[config.mk]
export PLATFORM = sky130hd
export DESIGN_NAME = triangulated_point_cheirality_parallax_core
export DESIGN_NICKNAME = d
export VERILOG_FILES = /design/src/sv/tpcp_pkg.sv /design/src/sv/triangulated_point_cheirality_parallax_core.sv /design/src/sv/tpcp_mac.sv
export SDC_FILE = /design/constraint.sdc
export NUM_CORES = 2
export LEC_CHECK = 0
export BUFFER_PORTS_ARGS = -buffer_cell sky130_fd_sc_hd__buf_2
export CORE_MARGIN = 5
export CORE_UTILIZATION = 51
export CTS_CLUSTER_DIAMETER = 80
export CTS_CLUSTER_SIZE = 16
export DETAILED_ROUTE_END_ITERATION = 6
export PLACE_DENSITY_LB_ADDON = 0.12
export SLEW_MARGIN = 20
export SYNTH_ARGS = -nofsm -noshare
export SYNTH_HDL_FRONTEND = slang
export SYNTH_HIERARCHICAL = 1
export SYNTH_SLANG_ARGS = --single-unit
[constraint.sdc]
create_clock -name clk -period 10.95 [get_ports clk]
set_clock_uncertainty 0.2 [all_clocks]
set_input_delay 2.19 -clock clk [delete_from_list [all_inputs] [get_ports clk]]
set_output_delay 2.19 -clock clk [all_outputs]
set_load 0.01 [all_outputs]
[src/sv/tpcp_pkg.sv]
// ---------------------------------------------------------------------------
// tpcp_pkg
// shared widths, register indexes, command struct and helpers for the
// two-view cheirality and parallax check
// ---------------------------------------------------------------------------
package tpcp_pkg;

    localparam int MAX_POINTS_DEF = 4096;
    localparam int CNT_W          = 13;
    localparam int ACC_W          = 98;
    localparam int NB_W           = 6;

    localparam logic [2:0] REG_ROT0  = 3'd0;
    localparam logic [2:0] REG_ROT1  = 3'd1;
    localparam logic [2:0] REG_ROT2  = 3'd2;
    localparam logic [2:0] REG_TX    = 3'd3;
    localparam logic [2:0] REG_TY    = 3'd4;
    localparam logic [2:0] REG_TZ    = 3'd5;
    localparam logic [2:0] REG_COS   = 3'd6;

    typedef struct packed {
        logic              start;
        logic              load;
        logic              neg;
        logic [NB_W-1:0]   nbits;
        logic [ACC_W-1:0]  init;
        logic [63:0]       m;
        logic [31:0]       q;
    } mac_cmd_t;

    function automatic logic [15:0] abs16(input logic [15:0] v);
        logic [15:0] n;
        n = 16'(~v + 16'd1);
        return v[15] ? n : v;
    endfunction

    function automatic logic [31:0] abs32(input logic [31:0] v);
        logic [31:0] n;
        n = 32'(~v + 32'd1);
        return v[31] ? n : v;
    endfunction

endpackage

[src/sv/triangulated_point_cheirality_parallax_core.sv]
// ---------------------------------------------------------------------------
// triangulated_point_cheirality_parallax_core
// cheirality and parallax test of triangulated points, with per-set counts
// ---------------------------------------------------------------------------
// channel  dir  handshake                  payload
// s_axis   in   s_axis_tvalid/tready       tdata point x,y,z; tuser inlier; tlast final
// m_axis   out  m_axis_tvalid/tready       tdata good_count; tuser flags; tlast set_done
// cfg      in   cfg_valid/cfg_ready        cfg_addr register index, cfg_data value
//
// one point at a time through a single bit-serial multiply-accumulate unit;
// each point takes the 25 serial products (one multiplier bit per cycle)
// and a normalizing shift of one bit per cycle
// reset clears control and counts and sets the configuration registers to their defaults
// a finished result waits in the output register; the next point is taken
// while it waits, and a stalled output holds the last step only
// ---------------------------------------------------------------------------
module triangulated_point_cheirality_parallax_core
    import tpcp_pkg::*;
#(
    parameter int MAX_POINTS = MAX_POINTS_DEF
)
(
    input  logic        clk,
    input  logic        rst_n,
    input  logic        s_axis_tvalid,
    output logic        s_axis_tready,
    input  logic [95:0] s_axis_tdata,   // point_x, point_y, point_z
    input  logic        s_axis_tuser,   // inlier
    input  logic        s_axis_tlast,   // final_point
    output logic        m_axis_tvalid,
    input  logic        m_axis_tready,
    output logic [15:0] m_axis_tdata,   // good_count, zero fill
    output logic [2:0]  m_axis_tuser,   // depth_good, all_good, early_exit
    output logic        m_axis_tlast,   // set_done
    input  logic        cfg_valid,
    output logic        cfg_ready,
    input  logic [2:0]  cfg_addr,
    input  logic [47:0] cfg_data
);

    localparam logic [CNT_W-1:0] CNT_CAP = CNT_W'((MAX_POINTS < 8191) ? MAX_POINTS : 8191);

    typedef enum logic [2:0] {ST_IDLE, ST_ISSUE, ST_WAIT, ST_RED, ST_FIN} state_t;

    typedef enum logic [4:0] {
        S_ZC0, S_ZC1, S_ZC2,
        S_B00, S_B01, S_B02,
        S_B10, S_B11, S_B12,
        S_B20, S_B21, S_B22,
        S_D0, S_D1, S_D2,
        S_NA0, S_NA1, S_NA2,
        S_NB0, S_NB1, S_NB2,
        S_DSQ, S_LSQ, S_NN, S_RHS
    } step_t;

    state_t state_reg;
    step_t  step_reg;

    logic [47:0] rot_reg [3];
    logic [31:0] tr_reg [3];
    logic [15:0] cos_reg;

    logic [31:0] x_reg [3];
    logic        inl_reg;
    logic        fin_reg;

    logic [31:0] amag_reg [3];
    logic        asgn_reg [3];
    logic [48:0] bmag_reg [3];
    logic        bsgn_reg [3];
    logic        zc_pos_reg;
    logic [32:0] d_reg;
    logic [31:0] na_reg;
    logic [31:0] nb_reg;
    logic [93:0] lhs_reg;
    logic [31:0] l2_reg;
    logic [63:0] nn_reg;
    logic        cmp_reg;

    logic [CNT_W-1:0] seen_reg, depth_reg, full_reg;

    logic        out_valid_reg;
    logic [15:0] out_data_reg;
    logic [2:0]  out_user_reg;
    logic        out_last_reg;

    mac_cmd_t         cmd;
    logic             mac_busy;
    logic [ACC_W-1:0] acc;

    logic [15:0] rc [3][3];
    logic [15:0] sel_coef;
    logic [31:0] sel_val;
    logic        sel_lin;
    logic [ACC_W-1:0] acc_neg;
    logic [32:0] d_neg;
    logic [31:0] dmag;
    logic        a_big, b_big, a_nz, b_nz;
    logic        dg, ag;
    logic [CNT_W-1:0] seen_next, depth_next, full_next;
    logic        early;

    tpcp_mac u_mac (
        .clk   (clk),
        .rst_n (rst_n),
        .cmd   (cmd),
        .busy  (mac_busy),
        .acc   (acc)
    );

    always_comb
    begin
        for (int i = 0; i < 3; i++)
        begin
            for (int j = 0; j < 3; j++)
            begin
                rc[i][j] = rot_reg[i][16*j +: 16];
            end
        end
    end

    assign acc_neg = ACC_W'(~acc + ACC_W'(1));
    assign d_neg   = 33'(~d_reg + 33'd1);
    assign dmag    = d_reg[32] ? d_neg[31:0] : d_reg[31:0];

    // operand selection for each serial product
    always_comb
    begin
        cmd       = '0;
        cmd.start = (state_reg == ST_ISSUE);
        sel_coef  = '0;
        sel_val   = '0;
        sel_lin   = 1'b1;
        case (step_reg)
            S_ZC0:
            begin
                cmd.load = 1'b1;
                cmd.init = ACC_W'({{(ACC_W-46){tr_reg[2][31]}}, tr_reg[2], 14'd0});
                sel_coef = rc[2][0];
                sel_val  = x_reg[0];
            end
            S_ZC1:   begin sel_coef = rc[2][1]; sel_val = x_reg[1]; end
            S_ZC2:   begin sel_coef = rc[2][2]; sel_val = x_reg[2]; end
            S_B00:
            begin
                cmd.load = 1'b1;
                cmd.init = ACC_W'({{(ACC_W-46){x_reg[0][31]}}, x_reg[0], 14'd0});
                sel_coef = rc[0][0];
                sel_val  = tr_reg[0];
            end
            S_B01:   begin sel_coef = rc[1][0]; sel_val = tr_reg[1]; end
            S_B02:   begin sel_coef = rc[2][0]; sel_val = tr_reg[2]; end
            S_B10:
            begin
                cmd.load = 1'b1;
                cmd.init = ACC_W'({{(ACC_W-46){x_reg[1][31]}}, x_reg[1], 14'd0});
                sel_coef = rc[0][1];
                sel_val  = tr_reg[0];
            end
            S_B11:   begin sel_coef = rc[1][1]; sel_val = tr_reg[1]; end
            S_B12:   begin sel_coef = rc[2][1]; sel_val = tr_reg[2]; end
            S_B20:
            begin
                cmd.load = 1'b1;
                cmd.init = ACC_W'({{(ACC_W-46){x_reg[2][31]}}, x_reg[2], 14'd0});
                sel_coef = rc[0][2];
                sel_val  = tr_reg[0];
            end
            S_B21:   begin sel_coef = rc[1][2]; sel_val = tr_reg[1]; end
            S_B22:   begin sel_coef = rc[2][2]; sel_val = tr_reg[2]; end
            S_D0, S_D1, S_D2:
            begin
                sel_lin   = 1'b0;
                cmd.load  = (step_reg == S_D0);
                cmd.nbits = NB_W'(15);
                for (int k = 0; k < 3; k++)
                begin
                    if (step_reg == step_t'(int'(S_D0) + k))
                    begin
                        cmd.m   = 64'(amag_reg[k][14:0]);
                        cmd.q   = 32'(bmag_reg[k][14:0]);
                        cmd.neg = asgn_reg[k] ^ bsgn_reg[k];
                    end
                end
            end
            S_NA0, S_NA1, S_NA2:
            begin
                sel_lin   = 1'b0;
                cmd.load  = (step_reg == S_NA0);
                cmd.nbits = NB_W'(15);
                for (int k = 0; k < 3; k++)
                begin
                    if (step_reg == step_t'(int'(S_NA0) + k))
                    begin
                        cmd.m = 64'(amag_reg[k][14:0]);
                        cmd.q = 32'(amag_reg[k][14:0]);
                    end
                end
            end
            S_NB0, S_NB1, S_NB2:
            begin
                sel_lin   = 1'b0;
                cmd.load  = (step_reg == S_NB0);
                cmd.nbits = NB_W'(15);
                for (int k = 0; k < 3; k++)
                begin
                    if (step_reg == step_t'(int'(S_NB0) + k))
                    begin
                        cmd.m = 64'(bmag_reg[k][14:0]);
                        cmd.q = 32'(bmag_reg[k][14:0]);
                    end
                end
            end
            S_DSQ:
            begin
                sel_lin   = 1'b0;
                cmd.load  = 1'b1;
                cmd.nbits = NB_W'(32);
                cmd.m     = 64'(dmag);
                cmd.q     = dmag;
            end
            S_LSQ:
            begin
                sel_lin   = 1'b0;
                cmd.load  = 1'b1;
                cmd.nbits = NB_W'(16);
                cmd.m     = 64'(cos_reg);
                cmd.q     = 32'(cos_reg);
            end
            S_NN:
            begin
                sel_lin   = 1'b0;
                cmd.load  = 1'b1;
                cmd.nbits = NB_W'(32);
                cmd.m     = 64'(na_reg);
                cmd.q     = nb_reg;
            end
            S_RHS:
            begin
                sel_lin   = 1'b0;
                cmd.load  = 1'b1;
                cmd.nbits = NB_W'(32);
                cmd.m     = nn_reg;
                cmd.q     = l2_reg;
            end
            default:
            begin
                sel_lin = 1'b0;
            end
        endcase
        if (sel_lin)
        begin
            cmd.nbits = NB_W'(16);
            cmd.m     = 64'(abs32(sel_val));
            cmd.q     = 32'(abs16(sel_coef));
            cmd.neg   = sel_coef[15] ^ sel_val[31];
        end
    end

    always_comb
    begin
        a_big = 1'b0;
        b_big = 1'b0;
        a_nz  = 1'b0;
        b_nz  = 1'b0;
        for (int k = 0; k < 3; k++)
        begin
            a_big = a_big | (|amag_reg[k][31:15]);
            b_big = b_big | (|bmag_reg[k][48:15]);
            a_nz  = a_nz | (|amag_reg[k]);
            b_nz  = b_nz | (|bmag_reg[k]);
        end
    end

    // inlier, x2 > 0 and camera z > 0
    assign dg = inl_reg & ~x_reg[2][31] & (|x_reg[2]) & zc_pos_reg;
    assign ag = dg & a_nz & b_nz & (d_reg[32] | cmp_reg);

    assign seen_next  = (seen_reg < CNT_CAP) ? CNT_W'(seen_reg + 1'b1) : seen_reg;
    assign depth_next = (dg && depth_reg < CNT_CAP) ? CNT_W'(depth_reg + 1'b1) : depth_reg;
    assign full_next  = (ag && full_reg < CNT_CAP) ? CNT_W'(full_reg + 1'b1) : full_reg;
    assign early      = (16'(depth_next) * 16'd5) < (16'(seen_next) * 16'd4);

    always_ff @(posedge clk or negedge rst_n)
    begin
        if (!rst_n)
        begin
            state_reg     <= ST_IDLE;
            step_reg      <= S_ZC0;
            rot_reg[0]    <= 48'd16384;
            rot_reg[1]    <= 48'd16384 << 16;
            rot_reg[2]    <= 48'd16384 << 32;
            tr_reg[0]     <= '0;
            tr_reg[1]     <= '0;
            tr_reg[2]     <= '0;
            cos_reg       <= 16'd32763;
            seen_reg      <= '0;
            depth_reg     <= '0;
            full_reg      <= '0;
            out_valid_reg <= 1'b0;
        end
        else
        begin
            if (cfg_valid)
            begin
                case (cfg_addr)
                    REG_ROT0: rot_reg[0] <= cfg_data;
                    REG_ROT1: rot_reg[1] <= cfg_data;
                    REG_ROT2: rot_reg[2] <= cfg_data;
                    REG_TX:   tr_reg[0]  <= cfg_data[31:0];
                    REG_TY:   tr_reg[1]  <= cfg_data[31:0];
                    REG_TZ:   tr_reg[2]  <= cfg_data[31:0];
                    REG_COS:  cos_reg    <= cfg_data[15:0];
                    default:  ;
                endcase
            end

            if (state_reg == ST_FIN && (!out_valid_reg || m_axis_tready))
            begin
                out_valid_reg <= 1'b1;
            end
            else if (out_valid_reg && m_axis_tready)
            begin
                out_valid_reg <= 1'b0;
            end

            case (state_reg)
                ST_IDLE:
                begin
                    if (s_axis_tvalid)
                    begin
                        step_reg  <= S_ZC0;
                        state_reg <= ST_ISSUE;
                    end
                end
                ST_ISSUE:
                begin
                    state_reg <= ST_WAIT;
                end
                ST_WAIT:
                begin
                    if (!mac_busy)
                    begin
                        if (step_reg == S_B22)
                        begin
                            state_reg <= ST_RED;
                        end
                        else if (step_reg == S_RHS)
                        begin
                            state_reg <= ST_FIN;
                        end
                        else
                        begin
                            step_reg  <= step_t'(step_reg + 5'd1);
                            state_reg <= ST_ISSUE;
                        end
                    end
                end
                ST_RED:
                begin
                    if (!a_big && !b_big)
                    begin
                        step_reg  <= S_D0;
                        state_reg <= ST_ISSUE;
                    end
                end
                ST_FIN:
                begin
                    if (!out_valid_reg || m_axis_tready)
                    begin
                        state_reg <= ST_IDLE;
                        if (fin_reg)
                        begin
                            seen_reg  <= '0;
                            depth_reg <= '0;
                            full_reg  <= '0;
                        end
                        else
                        begin
                            seen_reg  <= seen_next;
                            depth_reg <= depth_next;
                            full_reg  <= full_next;
                        end
                    end
                end
                default:
                begin
                    state_reg <= ST_IDLE;
                end
            endcase
        end
    end

    // datapath registers
    always_ff @(posedge clk)
    begin
        if (state_reg == ST_IDLE && s_axis_tvalid)
        begin
            for (int k = 0; k < 3; k++)
            begin
                x_reg[k]    <= s_axis_tdata[32*k +: 32];
                amag_reg[k] <= abs32(s_axis_tdata[32*k +: 32]);
                asgn_reg[k] <= s_axis_tdata[32*k + 31];
            end
            inl_reg <= s_axis_tuser;
            fin_reg <= s_axis_tlast;
        end

        if (state_reg == ST_WAIT && !mac_busy)
        begin
            case (step_reg)
                S_ZC2: zc_pos_reg <= ~acc[ACC_W-1] & (|acc);
                S_B02:
                begin
                    bmag_reg[0] <= acc[ACC_W-1] ? acc_neg[48:0] : acc[48:0];
                    bsgn_reg[0] <= acc[ACC_W-1];
                end
                S_B12:
                begin
                    bmag_reg[1] <= acc[ACC_W-1] ? acc_neg[48:0] : acc[48:0];
                    bsgn_reg[1] <= acc[ACC_W-1];
                end
                S_B22:
                begin
                    bmag_reg[2] <= acc[ACC_W-1] ? acc_neg[48:0] : acc[48:0];
                    bsgn_reg[2] <= acc[ACC_W-1];
                end
                S_D2:  d_reg   <= acc[32:0];
                S_NA2: na_reg  <= acc[31:0];
                S_NB2: nb_reg  <= acc[31:0];
                S_DSQ: lhs_reg <= {acc[63:0], 30'd0};
                S_LSQ: l2_reg  <= acc[31:0];
                S_NN:  nn_reg  <= acc[63:0];
                S_RHS: cmp_reg <= (96'(lhs_reg) < acc[95:0]);
                default: ;
            endcase
        end

        // one-bit normalizing shift per cycle, each ray on its own
        if (state_reg == ST_RED)
        begin
            for (int k = 0; k < 3; k++)
            begin
                if (a_big)
                begin
                    amag_reg[k] <= {1'b0, amag_reg[k][31:1]};
                end
                if (b_big)
                begin
                    bmag_reg[k] <= {1'b0, bmag_reg[k][48:1]};
                end
            end
        end

        if (state_reg == ST_FIN && (!out_valid_reg || m_axis_tready))
        begin
            out_user_reg <= {fin_reg & early, ag, dg};
            out_last_reg <= fin_reg;
            out_data_reg <= fin_reg ? 16'(early ? depth_next : full_next) : 16'd0;
        end
    end

    assign s_axis_tready = (state_reg == ST_IDLE);
    assign cfg_ready     = 1'b1;
    assign m_axis_tvalid = out_valid_reg;
    assign m_axis_tdata  = out_data_reg;
    assign m_axis_tuser  = out_user_reg;
    assign m_axis_tlast  = out_last_reg;

endmodule

[src/sv/tpcp_mac.sv]
// ---------------------------------------------------------------------------
// tpcp_mac
// bit-serial multiply-accumulate: acc +/- m*q, one multiplier bit per cycle
// ---------------------------------------------------------------------------
module tpcp_mac
    import tpcp_pkg::*;
(
    input  logic             clk,
    input  logic             rst_n,
    input  mac_cmd_t         cmd,
    output logic             busy,
    output logic [ACC_W-1:0] acc
);

    logic             busy_reg;
    logic [NB_W-1:0]  cnt_reg;
    logic [ACC_W-1:0] acc_reg;
    logic [ACC_W-1:0] m_reg;
    logic [31:0]      q_reg;
    logic             neg_reg;
    logic [ACC_W-1:0] acc_next;

    always_comb
    begin
        acc_next = acc_reg;
        if (q_reg[0])
        begin
            acc_next = neg_reg ? ACC_W'(acc_reg - m_reg) : ACC_W'(acc_reg + m_reg);
        end
    end

    always_ff @(posedge clk or negedge rst_n)
    begin
        if (!rst_n)
        begin
            busy_reg <= 1'b0;
            cnt_reg  <= '0;
        end
        else if (cmd.start)
        begin
            busy_reg <= 1'b1;
            cnt_reg  <= cmd.nbits;
        end
        else if (busy_reg)
        begin
            cnt_reg <= cnt_reg - NB_W'(1);
            if (cnt_reg == NB_W'(1))
            begin
                busy_reg <= 1'b0;
            end
        end
    end

    always_ff @(posedge clk)
    begin
        if (cmd.start)
        begin
            if (cmd.load)
            begin
                acc_reg <= cmd.init;
            end
            m_reg   <= ACC_W'(cmd.m);
            q_reg   <= cmd.q;
            neg_reg <= cmd.neg;
        end
        else if (busy_reg)
        begin
            acc_reg <= acc_next;
            m_reg   <= {m_reg[ACC_W-2:0], 1'b0};
            q_reg   <= {1'b0, q_reg[31:1]};
        end
    end

    assign busy = busy_reg;
    assign acc  = acc_reg;

endmodule

==> impl_metrics.tcl <==
set metrics [dict create \
    rows 131 \
    cts-resized-gates 0 \
    grt_max_degree 196 \
    dpl.hpwl_mm 169 \
    worst-setup-path-type "flop to flop" \
    totalWireLength_mm 229 \
    grt_usage_pct 32.7 \
    p_comb_share_pct 8.5 \
    cp_cell_sequence "nor4_1 -> and3_1 -> nor4b_4 -> nand2_1 -> nor2_1 -> and2_1 -> a21oi_1 -> xnor2_1 -> ha_1 -> nand4_1 -> nor3_1 -> o211ai_1 -> o311ai_1 -> o21ai_1 -> a21oi_1 -> o21a_1 -> o31ai_1" \
    whs_ns 0.309 \
    p_seq_share_pct 55.8 \
    max_cap_violations 0 \
    max_freq_ghz 0.141 \
    synth_area_leaders "edfxtp_1 (37%), dfrtp_1 (11%), mux2_2 (5.9%), ha_1 (4.1%), xnor2_1 (3.2%)" \
    vias_per_cell 6.61 \
    ant_nets 0 \
    path_max_fanout 8 \
    final_max_slew_viol_count 0 \
    clk_pin_slew_worst_paths_ns 0.08 \
    htreeDepth 3 \
    fin_setup_tns_ns 0 \
    critPathBufInv 0 \
    netlist-cell-type-count 111 \
    route.vias.total 51825 \
    ys.flop_type "edfxtp_1" \
    synth-edff-count 815 \
    yosys_warnings 6 \
    slowest_stage "o311ai_1" \
    ctsHoldBuffers 0 \
    total_power_mw 9.29 \
    max-slew-margin-rel_pct 15.6 \
    die_area_um2 136000 \
    drc 15 \
    violations "DRC" \
    first_global_vias 49127 \
    drt_iter0_markers 6125 \
    period_minus_slack_ns 7.10 \
    synth-seq-area-share_pct 50.3 \
    wl_per_cell_um 29.3 \
    post-cts-setup-buffers 0 \
    fp.coreArea_um2 128000 \
    grt-ovfl-total 0 \
    drive_gt1_share_pct 13.8 \
    cts_tree "yes" \
    syn_to_final_growth_pct 8.24 \
    hold_viol 0 \
    setup_viol 0 \
    clkPwrFrac_pct 35.7 \
    clock_sinks 1160 \
    cpLargestDelayFamily "simple AND/OR/NAND/NOR gates" \
    worstSetupEndpointType "flop" \
    start_util_pct 51.4 \
    p_leak_nw 26.6 \
    intPower_mw 6.96 \
    power.switching_mw 2.33 \
    ios 177 \
    cts-buffers-inserted 88 \
    fin_area_um2 70900 \
    postSynth.asyncResetShare_pct 26.8 \
    crit_path_start_kind "flop" \
    worst_pin_slew_ns 1.27 \
    final_common_cell "edfxtp_1" \
    die_h_um 368 \
    synth_top_area_share_pct 37.4 \
    hp-class "flop to flop" \
    largest_register_ffs 147 \
    gp_congestion 1.00 \
    vdd_ir_drop_max_uv 126 \
    clk_latency_ns 0.73 \
    synthCells 6081 \
    crit_path_frequent_cell "a21oi_1" \
    synthesis.area_um2 65500 \
    multi_input_comb_area_um2 30800 \
    fin_crit_sh_pct 64.9 \
    swShare_pct 25.1 \
    worst_ep_required_time_ns 11.15 \
    clockBufferDepth 3 \
    grt_setup_unrepaired "false" \
    synth_top_cell_by_area "edfxtp_1" \
    area.sequential_um2 33000 \
    powerDensity_nw_per_um2 131 \
    fin_nets 6468 \
    dpl_cell_area_um2 68100 \
    cpPeakStageDelay_ns 0.91 \
    die_w_um 368 \
    crit_arrival_ns 7.30 \
    synth_area_per_cell_um2 10.8 \
    fill_cells 11084 \
    layout_common_cells "edfxtp_1 (815), nand2_1 (480), nor2_1 (400)" \
    firstDrtPassIters 7 \
    antenna_found_initial 12 \
    portBuffers 172 \
    ctsRootBufferMaster "clkbuf_16" \
    ys_ff_latch 1160 \
    grt_first_pass_wirelength_mm 333 \
    outcome "finished with violations" \
]
final timing paths:
check                           slack, ns            end  depth (start not counted)            from
max in group asynchronous            6.97        rc[107]                          3           rst_n
worst max-delay path                 3.85  u_mac/acc[88]                         17  u_mac/m_reg[8]
worst min register to register       0.31        rc[134]                          1         rc[134]
worst max register to register       3.85  u_mac/acc[88]                         17  u_mac/m_reg[8]
min in group asynchronous            1.28  m_axis_tvalid                          1           rst_n
worst min-delay path                 0.31        rc[134]                          1         rc[134]
per-stage QoR:
stage               util [%]  instances  setup WS [ns]
global route            55.6       7835           3.57
global placement        53.4       7670           4.32
finish                  55.6       7839           3.85
floorplan                  -       6097           2.14
CTS                     55.6       7835           4.09
detailed placement      53.4       7671           4.16
cell families after synthesis:
| logic type | synth area share [%] |
|---|---|
| mux | 6.96 |
| flops | 50.3 |
| other cells | 0.0115 |
| buf+inv | 3.24 |
| fa+ha+maj | 4.13 |
| xor+xnor | 5.43 |
| simple gates | 13.5 |
| compound gates | 16.4 |
synthesized netlist by cell type, types with 20 or more instances:
| master | n |
|---|---|
| nor2b_1 | 30 |
| o21ai_0 | 347 |
| nor3_1 | 138 |
| nand3_1 | 123 |
| a22oi_1 | 157 |
| a21oi_1 | 367 |
| nor2_1 | 406 |
| and2_1 | 50 |
| buf_2 | 20 |
| a22o_1 | 24 |
| a221o_1 | 40 |
| nor4_1 | 120 |
| dfxtp_1 | 34 |
| o31ai_1 | 72 |
| xnor2_1 | 238 |
| o41ai_1 | 34 |
| nand2_1 | 482 |
| mux2_2 | 345 |
| dfrtp_1 | 294 |
| buf_1 | 27 |
| mux2i_1 | 66 |
| edfxtp_1 | 815 |
| a31oi_1 | 35 |
| a221oi_1 | 40 |
| a211oi_1 | 22 |
| nand2b_1 | 43 |
| a21o_1 | 107 |
| xor2_1 | 168 |
| a222oi_1 | 59 |
| and3_1 | 45 |
| o21a_1 | 125 |
| nand4_1 | 123 |
| inv_1 | 181 |
| ha_1 | 213 |
| o21bai_1 | 41 |
| or3_1 | 35 |
| or4_1 | 32 |
| clkbuf_1 | 290 |
routing by layer:
layer  wire length (um)  global-route usage (%)
met5                 55                       0
met1              94200                    44.5
met2             104000                    51.3
met4              13600                    15.8
met3              17900                    5.34
worst register-to-register path, cell delays in order (launching register included):
cell and delay, ns:
edfxtp_1 0.45, nor4_1 0.57, and3_1 0.35, nor4b_4 0.36, nand2_1 0.21, nor2_1 0.75, and2_1 0.41, a21oi_1 0.13
xnor2_1 0.17, ha_1 0.41, nand4_1 0.15, nor3_1 0.52, o211ai_1 0.39, o311ai_1 0.91, o21ai_1 0.26, a21oi_1 0.34
o21a_1 0.16, o31ai_1 0.07
power by group through the flow:
stage | Sequential, mW | Combinational, mW | Clock (mW)
6_report | 5.18 | 0.791 | 3.32
5_1_grt | 5.20 | 0.858 | 3.54
4_1_cts | 5.18 | 0.782 | 3.37
3_5_place_dp | 5.27 | 0.778 | 0
3_3_place_gp | 5.26 | 0.763 | 0
2_1_floorplan | 5.17 | 0.504 | 0
area by class of cell:
class                           count  share of cell area (%)
Clock buffer                      142                    3.51
Multi-Input combinational cell   4400                    43.4
Antenna cell                        4                  0.0141
Tap cell                         1662                    2.93
Timing Repair Buffer              267                    2.30
Inverter                          182                   0.967
Clock inverter                     22                   0.411
Sequential cell                  1160                    46.5
No activity file was read; power rests on OpenSTA's default activity.
